<file path="src/hw/rtl/tcprst_pkg.sv">
`default_nettype none

package tcprst_pkg;

  // reply layout
  localparam int unsigned WordsMax = 8;
  localparam int unsigned IdxW     = $clog2(WordsMax);

  localparam logic [IdxW-1:0] LastIdxV4 = IdxW'(4);
  localparam logic [IdxW-1:0] LastIdxV6 = IdxW'(7);

  localparam logic [3:0] BytesFull   = 4'd8;
  localparam logic [3:0] BytesV6Tail = 4'd4;

  // bits of the original flags byte
  localparam int unsigned FlagAckBit = 4;
  localparam int unsigned FlagSynBit = 1;
  localparam int unsigned FlagFinBit = 0;

  localparam logic [7:0] RstFlags    = 8'h04;
  localparam logic [7:0] RstAckFlags = 8'h14;
  localparam logic [7:0] TcpOffset   = 8'h50;
  localparam logic [7:0] ProtoTcp    = 8'd6;
  localparam logic [7:0] TtlHops     = 8'd64;

  // version/ihl, total length 40, id 0, DF
  localparam logic [63:0] V4Word0 = 64'h4500_0028_0000_4000;
  // version 6, payload length 20, next header tcp, hop limit 64
  localparam logic [63:0] V6Word0 = 64'h6000_0000_0014_0640;

  // fixed ipv4 header words: 4500 + 0028 + 4000 + 4006
  localparam logic [15:0] Ipv4SumBase   = 16'hC52E;
  // pseudo-header protocol 6 plus tcp length 20
  localparam logic [15:0] PseudoSumBase = 16'd26;

  localparam int unsigned Sum4W   = 18;
  localparam int unsigned TcpSumW = 19;
  localparam int unsigned TotalW  = 21;

  typedef struct packed {
    logic        is_v6;
    logic [63:0] peer_addr_hi;
    logic [63:0] peer_addr_lo;
    logic [63:0] local_addr_hi;
    logic [63:0] local_addr_lo;
    logic [15:0] peer_port;
    logic [15:0] local_port;
    logic [31:0] seq_in;
    logic [31:0] ack_in;
    logic [7:0]  flags_in;
    logic [15:0] l3_length;
    logic [15:0] header_length;
  } req_t;

  typedef struct packed {
    logic        is_v6;
    logic [63:0] peer_addr_hi;
    logic [63:0] peer_addr_lo;
    logic [63:0] local_addr_hi;
    logic [63:0] local_addr_lo;
    logic [15:0] peer_port;
    logic [15:0] local_port;
    logic [31:0] seq_out;
    logic [31:0] ack_out;
    logic [7:0]  flags_out;
  } hdr_t;

  typedef struct packed {
    hdr_t               hdr;
    logic [Sum4W-1:0]   local_hi_sum;
    logic [Sum4W-1:0]   local_lo_sum;
    logic [Sum4W-1:0]   peer_hi_sum;
    logic [Sum4W-1:0]   peer_lo_sum;
    logic [TcpSumW-1:0] tcp_sum;
  } sums_t;

  typedef struct packed {
    logic [WordsMax-1:0][63:0] words;
    logic                      is_v6;
    logic [IdxW-1:0]           last_idx;
  } pkt_t;

  function automatic logic [Sum4W-1:0] sum4(input logic [63:0] x);
    return Sum4W'(x[63:48]) + Sum4W'(x[47:32]) + Sum4W'(x[31:16]) + Sum4W'(x[15:0]);
  endfunction

  // two end-around folds are enough below 2^21, then complement
  function automatic logic [15:0] csum_fold(input logic [TotalW-1:0] s);
    logic [16:0] s1;
    logic [16:0] s2;
    s1 = 17'(s[TotalW-1:16]) + 17'(s[15:0]);
    s2 = 17'(s1[16]) + 17'(s1[15:0]);
    return ~s2[15:0];
  endfunction

endpackage

`default_nettype wire

</file>
<file path="src/hw/rtl/tcprst_if.sv">
`default_nettype none

interface tcprst_in_if;
  logic        valid;
  logic        ready;
  logic        is_v6;
  logic [63:0] peer_addr_hi;
  logic [63:0] peer_addr_lo;
  logic [63:0] local_addr_hi;
  logic [63:0] local_addr_lo;
  logic [15:0] peer_port;
  logic [15:0] local_port;
  logic [31:0] seq_in;
  logic [31:0] ack_in;
  logic [7:0]  flags_in;
  logic [15:0] l3_length;
  logic [15:0] header_length;

  modport source (
    output valid, is_v6, peer_addr_hi, peer_addr_lo, local_addr_hi, local_addr_lo,
           peer_port, local_port, seq_in, ack_in, flags_in, l3_length, header_length,
    input  ready
  );

  modport sink (
    input  valid, is_v6, peer_addr_hi, peer_addr_lo, local_addr_hi, local_addr_lo,
           peer_port, local_port, seq_in, ack_in, flags_in, l3_length, header_length,
    output ready
  );
endinterface

interface tcprst_out_if;
  logic        valid;
  logic        ready;
  logic [63:0] packet_word;
  logic [3:0]  valid_bytes;
  logic        last_word;

  modport source (
    output valid, packet_word, valid_bytes, last_word,
    input  ready
  );

  modport sink (
    input  valid, packet_word, valid_bytes, last_word,
    output ready
  );
endinterface

`default_nettype wire

</file>
<file path="src/hw/rtl/tcp_reset_builder.sv">
// channel | dir | payload                                        | accepted when
// in_i    | in  | is_v6, addresses, ports, seq/ack, flags, lengths | valid && ready
// out_o   | out | packet_word, valid_bytes, last_word            | valid && ready
//
// one request per reply; an IPv4 reply is 5 words, an IPv6 reply is 8 words,
// so the output word stream, held by any back-pressure on out_o, sets the request rate.
// four register stages (input, seq/ack, checksum partials, assembled packet)
// ahead of the word serializer.
// reset clears the stage valid flags and the serializer word index.
// a stage advances when the next is empty or draining, so the pipe keeps filling.
`default_nettype none

module tcp_reset_builder
  import tcprst_pkg::*;
(
  input  wire logic    clk_i,
  input  wire logic    rst_ni,
  tcprst_in_if.sink    in_i,
  tcprst_out_if.source out_o
);

  hdr_t hdr;
  logic hdr_valid;
  logic hdr_ready;
  pkt_t pkt;
  logic pkt_valid;
  logic pkt_ready;

  tcprst_seg u_seg (
    .clk_i       (clk_i),
    .rst_ni      (rst_ni),
    .in_i        (in_i),
    .hdr_o       (hdr),
    .hdr_valid_o (hdr_valid),
    .hdr_ready_i (hdr_ready)
  );

  tcprst_csum u_csum (
    .clk_i       (clk_i),
    .rst_ni      (rst_ni),
    .hdr_i       (hdr),
    .hdr_valid_i (hdr_valid),
    .hdr_ready_o (hdr_ready),
    .pkt_o       (pkt),
    .pkt_valid_o (pkt_valid),
    .pkt_ready_i (pkt_ready)
  );

  tcprst_ser u_ser (
    .clk_i       (clk_i),
    .rst_ni      (rst_ni),
    .pkt_i       (pkt),
    .pkt_valid_i (pkt_valid),
    .pkt_ready_o (pkt_ready),
    .out_o       (out_o)
  );

endmodule

`default_nettype wire

</file>
<file path="src/hw/rtl/tcprst_seg.sv">
`default_nettype none

module tcprst_seg
  import tcprst_pkg::*;
(
  input  wire logic   clk_i,
  input  wire logic   rst_ni,
  tcprst_in_if.sink   in_i,
  output hdr_t        hdr_o,
  output logic        hdr_valid_o,
  input  wire logic   hdr_ready_i
);

  req_t req_q;
  logic req_valid_q;
  hdr_t hdr_q;
  hdr_t hdr_d;
  logic hdr_valid_q;
  logic hdr_load;

  assign hdr_load   = !hdr_valid_q || hdr_ready_i;
  assign in_i.ready = hdr_load || !req_valid_q;

  always_ff @(posedge clk_i or negedge rst_ni) begin
    if (!rst_ni) begin
      req_valid_q <= 1'b0;
      hdr_valid_q <= 1'b0;
    end else begin
      if (in_i.ready) begin
        req_valid_q <= in_i.valid;
      end
      if (hdr_load) begin
        hdr_valid_q <= req_valid_q;
      end
    end
  end

  always_ff @(posedge clk_i) begin
    if (in_i.valid && in_i.ready) begin
      req_q.is_v6         <= in_i.is_v6;
      req_q.peer_addr_hi  <= in_i.peer_addr_hi;
      req_q.peer_addr_lo  <= in_i.peer_addr_lo;
      req_q.local_addr_hi <= in_i.local_addr_hi;
      req_q.local_addr_lo <= in_i.local_addr_lo;
      req_q.peer_port     <= in_i.peer_port;
      req_q.local_port    <= in_i.local_port;
      req_q.seq_in        <= in_i.seq_in;
      req_q.ack_in        <= in_i.ack_in;
      req_q.flags_in      <= in_i.flags_in;
      req_q.l3_length     <= in_i.l3_length;
      req_q.header_length <= in_i.header_length;
    end
    if (hdr_load && req_valid_q) begin
      hdr_q <= hdr_d;
    end
  end

  always_comb begin
    logic [15:0] payload;
    logic [16:0] seg;
    // payload length saturates at zero when the headers run past the packet
    payload = (req_q.l3_length > req_q.header_length)
              ? (req_q.l3_length - req_q.header_length) : 16'd0;
    seg = 17'(payload) + 17'(req_q.flags_in[FlagSynBit]) + 17'(req_q.flags_in[FlagFinBit]);
    if (seg == 17'd0) begin
      seg = 17'd1;
    end

    hdr_d.is_v6         = req_q.is_v6;
    hdr_d.peer_addr_hi  = req_q.peer_addr_hi;
    hdr_d.peer_addr_lo  = req_q.peer_addr_lo;
    hdr_d.local_addr_hi = req_q.local_addr_hi;
    hdr_d.local_addr_lo = req_q.local_addr_lo;
    hdr_d.peer_port     = req_q.peer_port;
    hdr_d.local_port    = req_q.local_port;
    if (req_q.flags_in[FlagAckBit]) begin
      hdr_d.seq_out   = req_q.ack_in;
      hdr_d.ack_out   = 32'd0;
      hdr_d.flags_out = RstFlags;
    end else begin
      hdr_d.seq_out   = 32'd0;
      hdr_d.ack_out   = req_q.seq_in + 32'(seg);
      hdr_d.flags_out = RstAckFlags;
    end
  end

  assign hdr_o       = hdr_q;
  assign hdr_valid_o = hdr_valid_q;

endmodule

`default_nettype wire

</file>
<file path="src/hw/rtl/tcprst_csum.sv">
`default_nettype none

module tcprst_csum
  import tcprst_pkg::*;
(
  input  wire logic  clk_i,
  input  wire logic  rst_ni,
  input  wire hdr_t  hdr_i,
  input  wire logic  hdr_valid_i,
  output logic       hdr_ready_o,
  output pkt_t       pkt_o,
  output logic       pkt_valid_o,
  input  wire logic  pkt_ready_i
);

  sums_t sums_q;
  sums_t sums_d;
  logic  sums_valid_q;
  pkt_t  pkt_q;
  pkt_t  pkt_d;
  logic  pkt_valid_q;
  logic  pkt_load;
  logic  sums_load;

  assign pkt_load    = !pkt_valid_q || pkt_ready_i;
  assign sums_load   = pkt_load || !sums_valid_q;
  assign hdr_ready_o = sums_load;

  always_ff @(posedge clk_i or negedge rst_ni) begin
    if (!rst_ni) begin
      sums_valid_q <= 1'b0;
      pkt_valid_q  <= 1'b0;
    end else begin
      if (sums_load) begin
        sums_valid_q <= hdr_valid_i;
      end
      if (pkt_load) begin
        pkt_valid_q <= sums_valid_q;
      end
    end
  end

  always_ff @(posedge clk_i) begin
    if (sums_load && hdr_valid_i) begin
      sums_q <= sums_d;
    end
    if (pkt_load && sums_valid_q) begin
      pkt_q <= pkt_d;
    end
  end

  // first half: partial sums of the addresses and of the tcp header words
  always_comb begin
    sums_d.hdr = hdr_i;
    if (hdr_i.is_v6) begin
      sums_d.local_hi_sum = sum4(hdr_i.local_addr_hi);
      sums_d.local_lo_sum = sum4(hdr_i.local_addr_lo);
      sums_d.peer_hi_sum  = sum4(hdr_i.peer_addr_hi);
      sums_d.peer_lo_sum  = sum4(hdr_i.peer_addr_lo);
    end else begin
      sums_d.local_hi_sum = '0;
      sums_d.local_lo_sum = sum4({32'd0, hdr_i.local_addr_lo[31:0]});
      sums_d.peer_hi_sum  = '0;
      sums_d.peer_lo_sum  = sum4({32'd0, hdr_i.peer_addr_lo[31:0]});
    end
    sums_d.tcp_sum = TcpSumW'(hdr_i.local_port) + TcpSumW'(hdr_i.peer_port)
                   + TcpSumW'(hdr_i.seq_out[31:16]) + TcpSumW'(hdr_i.seq_out[15:0])
                   + TcpSumW'(hdr_i.ack_out[31:16]) + TcpSumW'(hdr_i.ack_out[15:0])
                   + TcpSumW'({TcpOffset, hdr_i.flags_out}) + TcpSumW'(PseudoSumBase);
  end

  // second half: fold the checksums and lay out the reply words
  always_comb begin
    logic [TotalW-1:0] tcp_total;
    logic [TotalW-1:0] ip_total;
    logic [15:0]       tcp_csum;
    logic [15:0]       ip_csum;
    hdr_t              h;
    h = sums_q.hdr;
    tcp_total = TotalW'(sums_q.local_hi_sum) + TotalW'(sums_q.local_lo_sum)
              + TotalW'(sums_q.peer_hi_sum) + TotalW'(sums_q.peer_lo_sum)
              + TotalW'(sums_q.tcp_sum);
    ip_total  = TotalW'(Ipv4SumBase) + TotalW'(sums_q.local_lo_sum)
              + TotalW'(sums_q.peer_lo_sum);
    tcp_csum  = csum_fold(tcp_total);
    ip_csum   = csum_fold(ip_total);

    pkt_d.words = '0;
    pkt_d.is_v6 = h.is_v6;
    if (h.is_v6) begin
      pkt_d.last_idx = LastIdxV6;
      pkt_d.words[0] = V6Word0;
      pkt_d.words[1] = h.local_addr_hi;
      pkt_d.words[2] = h.local_addr_lo;
      pkt_d.words[3] = h.peer_addr_hi;
      pkt_d.words[4] = h.peer_addr_lo;
      pkt_d.words[5] = {h.local_port, h.peer_port, h.seq_out};
      pkt_d.words[6] = {h.ack_out, TcpOffset, h.flags_out, 16'd0};
      pkt_d.words[7] = {tcp_csum, 48'd0};
    end else begin
      pkt_d.last_idx = LastIdxV4;
      pkt_d.words[0] = V4Word0;
      pkt_d.words[1] = {TtlHops, ProtoTcp, ip_csum, h.local_addr_lo[31:0]};
      pkt_d.words[2] = {h.peer_addr_lo[31:0], h.local_port, h.peer_port};
      pkt_d.words[3] = {h.seq_out, h.ack_out};
      pkt_d.words[4] = {TcpOffset, h.flags_out, 16'd0, tcp_csum, 16'd0};
    end
  end

  assign pkt_o       = pkt_q;
  assign pkt_valid_o = pkt_valid_q;

endmodule

`default_nettype wire

</file>
<file path="src/hw/rtl/tcprst_ser.sv">
`default_nettype none

module tcprst_ser
  import tcprst_pkg::*;
(
  input  wire logic    clk_i,
  input  wire logic    rst_ni,
  input  wire pkt_t    pkt_i,
  input  wire logic    pkt_valid_i,
  output logic         pkt_ready_o,
  tcprst_out_if.source out_o
);

  pkt_t            pkt_q;
  logic [IdxW-1:0] idx_q;
  logic            busy_q;
  logic            at_last;
  logic            word_taken;

  assign at_last     = (idx_q == pkt_q.last_idx);
  assign word_taken  = busy_q && out_o.ready;
  // next packet loads in the cycle its predecessor's last word leaves
  assign pkt_ready_o = !busy_q || (word_taken && at_last);

  always_ff @(posedge clk_i or negedge rst_ni) begin
    if (!rst_ni) begin
      busy_q <= 1'b0;
      idx_q  <= '0;
    end else if (pkt_ready_o) begin
      busy_q <= pkt_valid_i;
      idx_q  <= '0;
    end else if (word_taken) begin
      idx_q <= idx_q + IdxW'(1);
    end
  end

  always_ff @(posedge clk_i) begin
    if (pkt_ready_o && pkt_valid_i) begin
      pkt_q <= pkt_i;
    end
  end

  assign out_o.valid       = busy_q;
  assign out_o.packet_word = pkt_q.words[idx_q];
  assign out_o.last_word   = at_last;
  assign out_o.valid_bytes = (at_last && pkt_q.is_v6) ? BytesV6Tail : BytesFull;

endmodule

`default_nettype wire
</file>
<file path="src/flat_wrapper.sv">
// flat-port wrapper written by rule: the top's interface ports become plain ports
module tcp_reset_builder_flat import tcprst_pkg::*;
  (clk_i, rst_ni, in_i_valid, in_i_is_v6, in_i_peer_addr_hi, in_i_peer_addr_lo, in_i_local_addr_hi, in_i_local_addr_lo, in_i_peer_port, in_i_local_port, in_i_seq_in, in_i_ack_in, in_i_flags_in, in_i_l3_length, in_i_header_length, in_i_ready, out_o_valid, out_o_packet_word, out_o_valid_bytes, out_o_last_word, out_o_ready);
  tcprst_in_if in_i_i ();
  tcprst_out_if out_o_i ();
  input  wire logic clk_i;
  input  wire logic rst_ni;
  input wire logic [$bits(in_i_i.valid)-1:0] in_i_valid;
  input wire logic [$bits(in_i_i.is_v6)-1:0] in_i_is_v6;
  input wire logic [$bits(in_i_i.peer_addr_hi)-1:0] in_i_peer_addr_hi;
  input wire logic [$bits(in_i_i.peer_addr_lo)-1:0] in_i_peer_addr_lo;
  input wire logic [$bits(in_i_i.local_addr_hi)-1:0] in_i_local_addr_hi;
  input wire logic [$bits(in_i_i.local_addr_lo)-1:0] in_i_local_addr_lo;
  input wire logic [$bits(in_i_i.peer_port)-1:0] in_i_peer_port;
  input wire logic [$bits(in_i_i.local_port)-1:0] in_i_local_port;
  input wire logic [$bits(in_i_i.seq_in)-1:0] in_i_seq_in;
  input wire logic [$bits(in_i_i.ack_in)-1:0] in_i_ack_in;
  input wire logic [$bits(in_i_i.flags_in)-1:0] in_i_flags_in;
  input wire logic [$bits(in_i_i.l3_length)-1:0] in_i_l3_length;
  input wire logic [$bits(in_i_i.header_length)-1:0] in_i_header_length;
  output wire logic [$bits(in_i_i.ready)-1:0] in_i_ready;
  output wire logic [$bits(out_o_i.valid)-1:0] out_o_valid;
  output wire logic [$bits(out_o_i.packet_word)-1:0] out_o_packet_word;
  output wire logic [$bits(out_o_i.valid_bytes)-1:0] out_o_valid_bytes;
  output wire logic [$bits(out_o_i.last_word)-1:0] out_o_last_word;
  input wire logic [$bits(out_o_i.ready)-1:0] out_o_ready;
  assign in_i_i.valid = in_i_valid;
  assign in_i_i.is_v6 = in_i_is_v6;
  assign in_i_i.peer_addr_hi = in_i_peer_addr_hi;
  assign in_i_i.peer_addr_lo = in_i_peer_addr_lo;
  assign in_i_i.local_addr_hi = in_i_local_addr_hi;
  assign in_i_i.local_addr_lo = in_i_local_addr_lo;
  assign in_i_i.peer_port = in_i_peer_port;
  assign in_i_i.local_port = in_i_local_port;
  assign in_i_i.seq_in = in_i_seq_in;
  assign in_i_i.ack_in = in_i_ack_in;
  assign in_i_i.flags_in = in_i_flags_in;
  assign in_i_i.l3_length = in_i_l3_length;
  assign in_i_i.header_length = in_i_header_length;
  assign in_i_ready = in_i_i.ready;
  assign out_o_valid = out_o_i.valid;
  assign out_o_packet_word = out_o_i.packet_word;
  assign out_o_valid_bytes = out_o_i.valid_bytes;
  assign out_o_last_word = out_o_i.last_word;
  assign out_o_i.ready = out_o_ready;
  tcp_reset_builder u_core (.clk_i(clk_i), .rst_ni(rst_ni), .in_i(in_i_i), .out_o(out_o_i));
endmodule
</file>
<file path="config.mk">
export PLATFORM = sky130hd
export DESIGN_NAME = tcp_reset_builder_flat
export DESIGN_NICKNAME = d
export VERILOG_FILES = /design/src/hw/rtl/tcprst_pkg.sv /design/src/hw/rtl/tcprst_if.sv /design/src/hw/rtl/tcp_reset_builder.sv /design/src/hw/rtl/tcprst_seg.sv /design/src/hw/rtl/tcprst_csum.sv /design/src/hw/rtl/tcprst_ser.sv /design/src/flat_wrapper.sv
export SDC_FILE = /design/constraint.sdc
export NUM_CORES = 2
export LEC_CHECK = 0
export CORE_MARGIN = 4
export CORE_UTILIZATION = 60
export DETAILED_ROUTE_END_ITERATION = 16
export DONT_BUFFER_PORTS = 1
export PLACE_DENSITY = 0.76
export SYNTH_ARGS = -nofsm -noshare
export SYNTH_HDL_FRONTEND = slang
export SYNTH_SLANG_ARGS = --single-unit
</file>
<file path="constraint.sdc">
create_clock -name clk_i -period 42.4 [get_ports clk_i]
set_clock_uncertainty 0.2 [all_clocks]
set_input_delay 12.72 -clock clk_i [delete_from_list [all_inputs] [get_ports clk_i]]
set_output_delay 12.72 -clock clk_i [all_outputs]
set_load 0.02 [all_outputs]
</file>
=== After elaboration in Yosys (flattened, before gate mapping) ===
Index checks and enable logic that the tools add are counted.

* Bits in registers: 2243
* Bits in latches: 0
* Bits in writable memories: 0
* Memory bits (read-only): 0
* Bits of input ports: 397
* Memories: 0

* Add/sub/neg operators: 36
* Multiply operators: 0
* Div/mod/pow operators: 0
* Magnitude comparators: 2
* Equality and inequality tests: 1
* Shifts and indexed selects: 0
* Mux-type cells: 12
* Bitwise operators: 2
* Reduce and logical (&&, ||, !) cells: 20

{| class="wikitable"
|+ Operators with widths
! operator !! number
|-
| two-way mux 312 bit || 1
|-
| binary-select mux 64 bit (select 3 bit) || 1
|-
| adder 16 x 16 -> 17 bit || 7
|-
| two-way mux 95 bit || 1
|-
| adder 17 x 16 -> 18 bit || 5
|-
| adder 18 x 16 -> 18 bit || 4
|-
| two-way mux 64 bit || 1
|-
| two-way mux 54 bit || 1
|-
| adder 19 x 18 -> 20 bit || 2
|-
| adder 19 x 16 -> 19 bit || 2
|-
| adder 1 x 16 -> 16 bit || 2
|-
| adder 32 x 17 -> 32 bit || 1
|-
| NOT 16 bit || 2
|-
| adder 20 x 18 -> 21 bit || 1
|-
| adder 21 x 19 -> 21 bit || 1
|-
| adder 16 x 18 -> 19 bit, first input constant || 1
|-
| adder 18 x 16 -> 19 bit || 1
|-
| adder 18 x 18 -> 19 bit || 1
|-
| adder 19 x 15 -> 19 bit || 1
|-
| adder 19 x 5 -> 19 bit, second input constant || 1
|-
| adder 16 x 1 -> 17 bit || 1
|-
| adder 17 x 1 -> 17 bit || 1
|-
| adder 4 x 16 -> 17 bit || 1
|-
| adder 5 x 16 -> 17 bit || 1
|-
| other kinds (16) || 32
|}

=== Logic depth before layout (Yosys ltp) ===
* Depth after elaboration: 8
* Depth in mapped cells: 38
* Mapped depth without buffers: 36

=== By module ===
From an unflattened synthesis, not the netlist that was laid out.

* Cell total of the unflattened synthesis: 5253
* Area total of the unflattened synthesis: 89727.3 µm²

{| class="wikitable"
|+ By module, submodules not included
! module !! instances !! cells each !! area each (µm²) !! seq. area each (µm²)
|-
| tcprst_csum || 1 || 3248 || 44680.4 || 24974.0
|-
| tcprst_seg || 1 || 1227 || 25429.4 || 22331.4
|-
| tcprst_ser || 1 || 778 || 19617.6 || 15595.0
|}

=== Least setup slack after synthesis ===
No wires, ideal clock.

* Path kind: input port to flip-flop
* Start point: input out_o_ready
* End point: register u_core.u_ser.pkt_q[0] in the netlist's numbering (enable)
* Setup time: 1.154 ns
* Arrival time: 29.078 ns
* Slack: 11.968 ns
* Stages: 2
* Cell sequence: a21boi_0 -> nor2b_1

* Longest elaborated chain between the ends: 4

{| class="wikitable"
|+ RTL lines
! item !! line !! source
|-
| start, declared || flat_wrapper.sv:26 || <nowiki>input wire logic [$bits(out_o_i.ready)-1:0] out_o_ready;</nowiki>
|-
| logical AND 1 bit || tcprst_ser.sv:21 || <nowiki>assign word_taken = busy_q && out_o.ready;</nowiki>
|-
| logical AND 1 bit || tcprst_ser.sv:23 || <nowiki>assign pkt_ready_o = !busy_q || (word_taken && at_last);</nowiki>
|-
| logical OR 1 bit || tcprst_ser.sv:23 ||
|-
| logical AND 1 bit || tcprst_ser.sv:38 || <nowiki>if (pkt_ready_o && pkt_valid_i) begin</nowiki>
|-
| end signal, assigned || tcprst_ser.sv:39 || <nowiki>pkt_q <= pkt_i;</nowiki>
|-
| end, declared || tcprst_ser.sv:14 || <nowiki>pkt_t pkt_q;</nowiki>
|}

No other way between the ends.
A chain may end at the register's enable or synchronous reset.

=== Worst setup path after layout ===
* Start point: input out_o_ready
* End point: output in_i_ready

* Longest elaborated chain between the ends: 7

{| class="wikitable"
|+ RTL lines
! item !! line !! source
|-
| logical AND 1 bit || tcprst_ser.sv:21 ||
|-
| logical AND 1 bit || tcprst_ser.sv:23 ||
|-
| logical OR 1 bit || tcprst_ser.sv:23 ||
|-
| logical OR 1 bit || tcprst_csum.sv:25 || <nowiki>assign pkt_load = !pkt_valid_q || pkt_ready_i;</nowiki>
|-
| logical OR 1 bit || tcprst_csum.sv:26 || <nowiki>assign sums_load = pkt_load || !sums_valid_q;</nowiki>
|-
| logical OR 1 bit || tcprst_seg.sv:21 || <nowiki>assign hdr_load = !hdr_valid_q || hdr_ready_i;</nowiki>
|-
| logical OR 1 bit || tcprst_seg.sv:22 || <nowiki>assign in_i.ready = hdr_load || !req_valid_q;</nowiki>
|-
| end, declared || flat_wrapper.sv:21 || <nowiki>output wire logic [$bits(in_i_i.ready)-1:0] in_i_ready;</nowiki>
|}

No other way between the ends.

==> impl_metrics.json <==
{
  "outcome": "complete, no violations",
  "met3_length_mm": 23.3,
  "min_period_ns": 26.68,
  "avgSynthCellArea_sq_um": 16.6,
  "dr_wl_met2_mm": 99.1,
  "hp-start": "u_core.u_seg.hdr_d[290]$_DFFE_PP_",
  "pwr-share-seq_pct": 40.1,
  "clk_pin_slew_ns": 0.06,
  "power_per_cell_area_mw_per_mm2": 69.4,
  "final-hold-violation-count": 0,
  "ant_nets": 0,
  "synth-edff-count": 1931,
  "whs_endpoint": "u_core.u_seg.hdr_o[290]$_DFFE_PP_",
  "r2r-end": "u_core.u_csum.pkt_o[291]$_DFFE_PP_",
  "fin_crit_sh_pct": 62.9,
  "postLayoutSetupSlackWorst_ns": 15.72,
  "final_util_pct": 66.6,
  "synthCells": 4951,
  "clock-root-buffer": "clkbuf_16",
  "clk_latency_ns": 0.84,
  "end_kind": "output port",
  "start_util_pct": 60.6,
  "hold_class": "reg2reg",
  "ff2ff_path_depth": 33,
  "dpl_cell_area_sq_mm": 0.0845,
  "p_int_mw": 4.08,
  "ios": 468,
  "top_layer_used": "met5",
  "m1WireLength_mm": 81.6,
  "synth_area_leaders": "edfxtp_1 70%, fa_1 6.2%, ha_1 3.7%",
  "wl_per_cell_um": 30.5,
  "relSlewSlack_pct": 14.9,
  "synthArstFlopShare_pct": 0.413,
  "synth_seq_cells": 1939,
  "syn2layout_area_growth_pct": 9.99,
  "cts.sinks": 1939,
  "drc": 0,
  "rows": 135,
  "comb_power_share_pct": 33.7,
  "pre_cts_slack_ns": 15.73,
  "cts_inserted_buffers": 186,
  "leakagePower_nw": 31.8,
  "synth-main-ff-cell": "edfxtp_1",
  "p_sw_mw": 2.21,
  "htreeDepth": 4,
  "peakVddDrop_uv": 74.7,
  "grt_pass1_wl_mm": 296,
  "nNetsFinal": 5958,
  "grt_pass1_vias": 41800,
  "p_clk_share_pct": 26.2,
  "antenna_found_initial": 26,
  "grt_overflow": 0,
  "drv_cap": 0,
  "synth_top_area_share_pct": 70.4,
  "cts_hold_buf": 0,
  "crit_type": "in2out",
  "sw_frac_of_total_pct": 35.1,
  "worstPathRequired_ns": 29.48,
  "crit_arrival_ns": 13.76,
  "firstDrtPassIters": 6,
  "drive_gt1_share_pct": 11.8,
  "yosysTopAreaCell": "edfxtp_1",
  "vias": 42900,
  "total_power_mw": 6.29,
  "cp_max_fo": 7,
  "grt_max_degree": 170,
  "fin_area_sq_mm": 0.0906,
  "slew_viol_final": 0,
  "clk_path_buf_depth": 3,
  "rr_startpoint": "u_core.u_csum.sums_q[20]$_DFFE_PP_",
  "max_freq_mhz": 37.5,
  "cts-resized-gates": 0,
  "fillers": 8878,
  "grt_usage_pct": 29.9,
  "synth_cell_types": 102,
  "final_common_cell": "edfxtp_1",
  "worst_pin_slew_ns": 1.26,
  "drt_iter0_drc": 5413,
  "critical_path.startpoint_type": "input pin",
  "die_h_um": 378,
  "seq_area_frac_synth_pct": 70.7,
  "whs_path_depth": 0,
  "rsz0062_at_grt": "no",
  "final_cell_mix": "1,931 x edfxtp_1, 404 x inv_1, 255 x fa_1, 243 x ha_1, 226 x and2_1",
  "avgViaCountPerCell": 6.12,
  "syn_area_sq_mm": 0.0823,
  "die_area_sq_mm": 0.143,
  "dp_hpwl_mm": 159,
  "post-cts-setup-buffers": 0,
  "gp_congestion": 0.973,
  "io_buffers": 0,
  "rrSetupSlack_ns": 33.11,
  "setup_viol": 0,
  "cts_tree": "built",
  "core-area_sq_mm": 0.136,
  "fin_tns_setup_ns": 0,
  "drt-total-wl_mm": 214,
  "ys_warn_count": 0,
  "die_w_um": 378
}
## worst max-delay path: stages
cell,delay (ns)
a21boi_0,0.51
and3_1,0.27
nand3_1,0.26
## routing by layer
layer | up-vias | GRT usage (%)
met2 | 2262 | 46.0
met5 | - | 0
li1 | 18500 | -
met3 | 348 | 7.87
met1 | 21700 | 41.1
met4 | 6 | 12.4
## flip-flops by register name, indices dropped and copies added (netlist names)
signal and count:
u_core.u_seg.hdr_d 289, u_core.u_csum.sums_valid_q 1, u_core.u_csum.sums_q 444, u_core.u_ser.idx_q 3
u_core.u_ser.pkt_q 372, u_core.u_seg.hdr_valid_o 1, u_core.u_seg.req_q 99, u_core.u_seg.req_valid_q 1
u_core.u_seg.hdr_o 354, u_core.u_csum.pkt_valid_o 1, u_core.u_csum.pkt_d 1, u_core.u_ser.out_o.valid 1
u_core.u_csum.pkt_o 372
## worst max-delay path by stage
stage	startpoint	to	slack, ns	cells past startpoint
after floorplan	out_o_ready	u_core.u_ser.pkt_q[0]$_DFFE_PP_	11.97	2
after global placement	out_o_ready	in_i_ready	15.76	3
after detailed placement	out_o_ready	in_i_ready	15.73	3
after CTS	out_o_ready	in_i_ready	15.73	3
after global routing	out_o_ready	in_i_ready	15.66	3
final	out_o_ready	in_i_ready	15.72	3
## cell usage after synthesis, drive strengths merged, types with 13 or more instances
library cell and number:
xnor2 111, o22ai 30, a21oi 202, nand2b 30
a31oi 19, a221oi 20, and2 230, o31ai 16
mux2i 91, nand3 54, a211oi 26, nand2 121
or2 16, a21boi 13, o21ai 124, mux2 194
buf 31, and3 29, fa 255, edfxtp 1931
nor2 224, o21a 24, a21o 38, nor2b 28
ha 243, inv 405, nor3 46, o21bai 15
or3 21, xor2 69, clkbuf 98, nand4 19
mux4 27
## stage by stage
| step | hold slack (ns) | cells |
|---|---|---|
| floorplan | 0.200 | 4952 |
| global placement | 0.201 | 6656 |
| detailed placement | 0.205 | 6656 |
| CTS | 0.185 | 6998 |
| global route | 0.199 | 7000 |
| finish | 0.190 | 7002 |
## power by group through the flow
stage	Combinational (mW)	Clock, mW	Sequential [mW]
after floorplan	1.50	0	2.56
after global placement	2.03	0	2.56
after detailed placement	2.07	0	2.56
after CTS	2.09	1.67	2.52
after global routing	2.30	1.75	2.53
final	2.12	1.64	2.52
## kinds of logic after synthesis
kind of cell / share of synthesized area [%]
flip-flops: 70.7
multiplexers: 4.50
other: 0.00455
XOR/XNOR: 1.96
AO/OA/AOI/OAI: 4.88
adder cells (fa/ha/maj): 9.89
AND/OR/NAND/NOR: 5.59
buffers and inverters: 2.51
## cell type report
cell class,count,area [sq um],share of cell area [%]
Tap cell,1781,2230,2.46
Multi-Input combinational cell,2479,22100,24.4
Clock buffer,218,4800,5.29
Inverter,405,1520,1.68
Antenna cell,4,10.0,0.0111
Timing Repair Buffer,52,428,0.472
Sequential cell,1939,58200,64.3
Clock inverter,124,1280,1.41
Power figures use the tool's default switching activity.
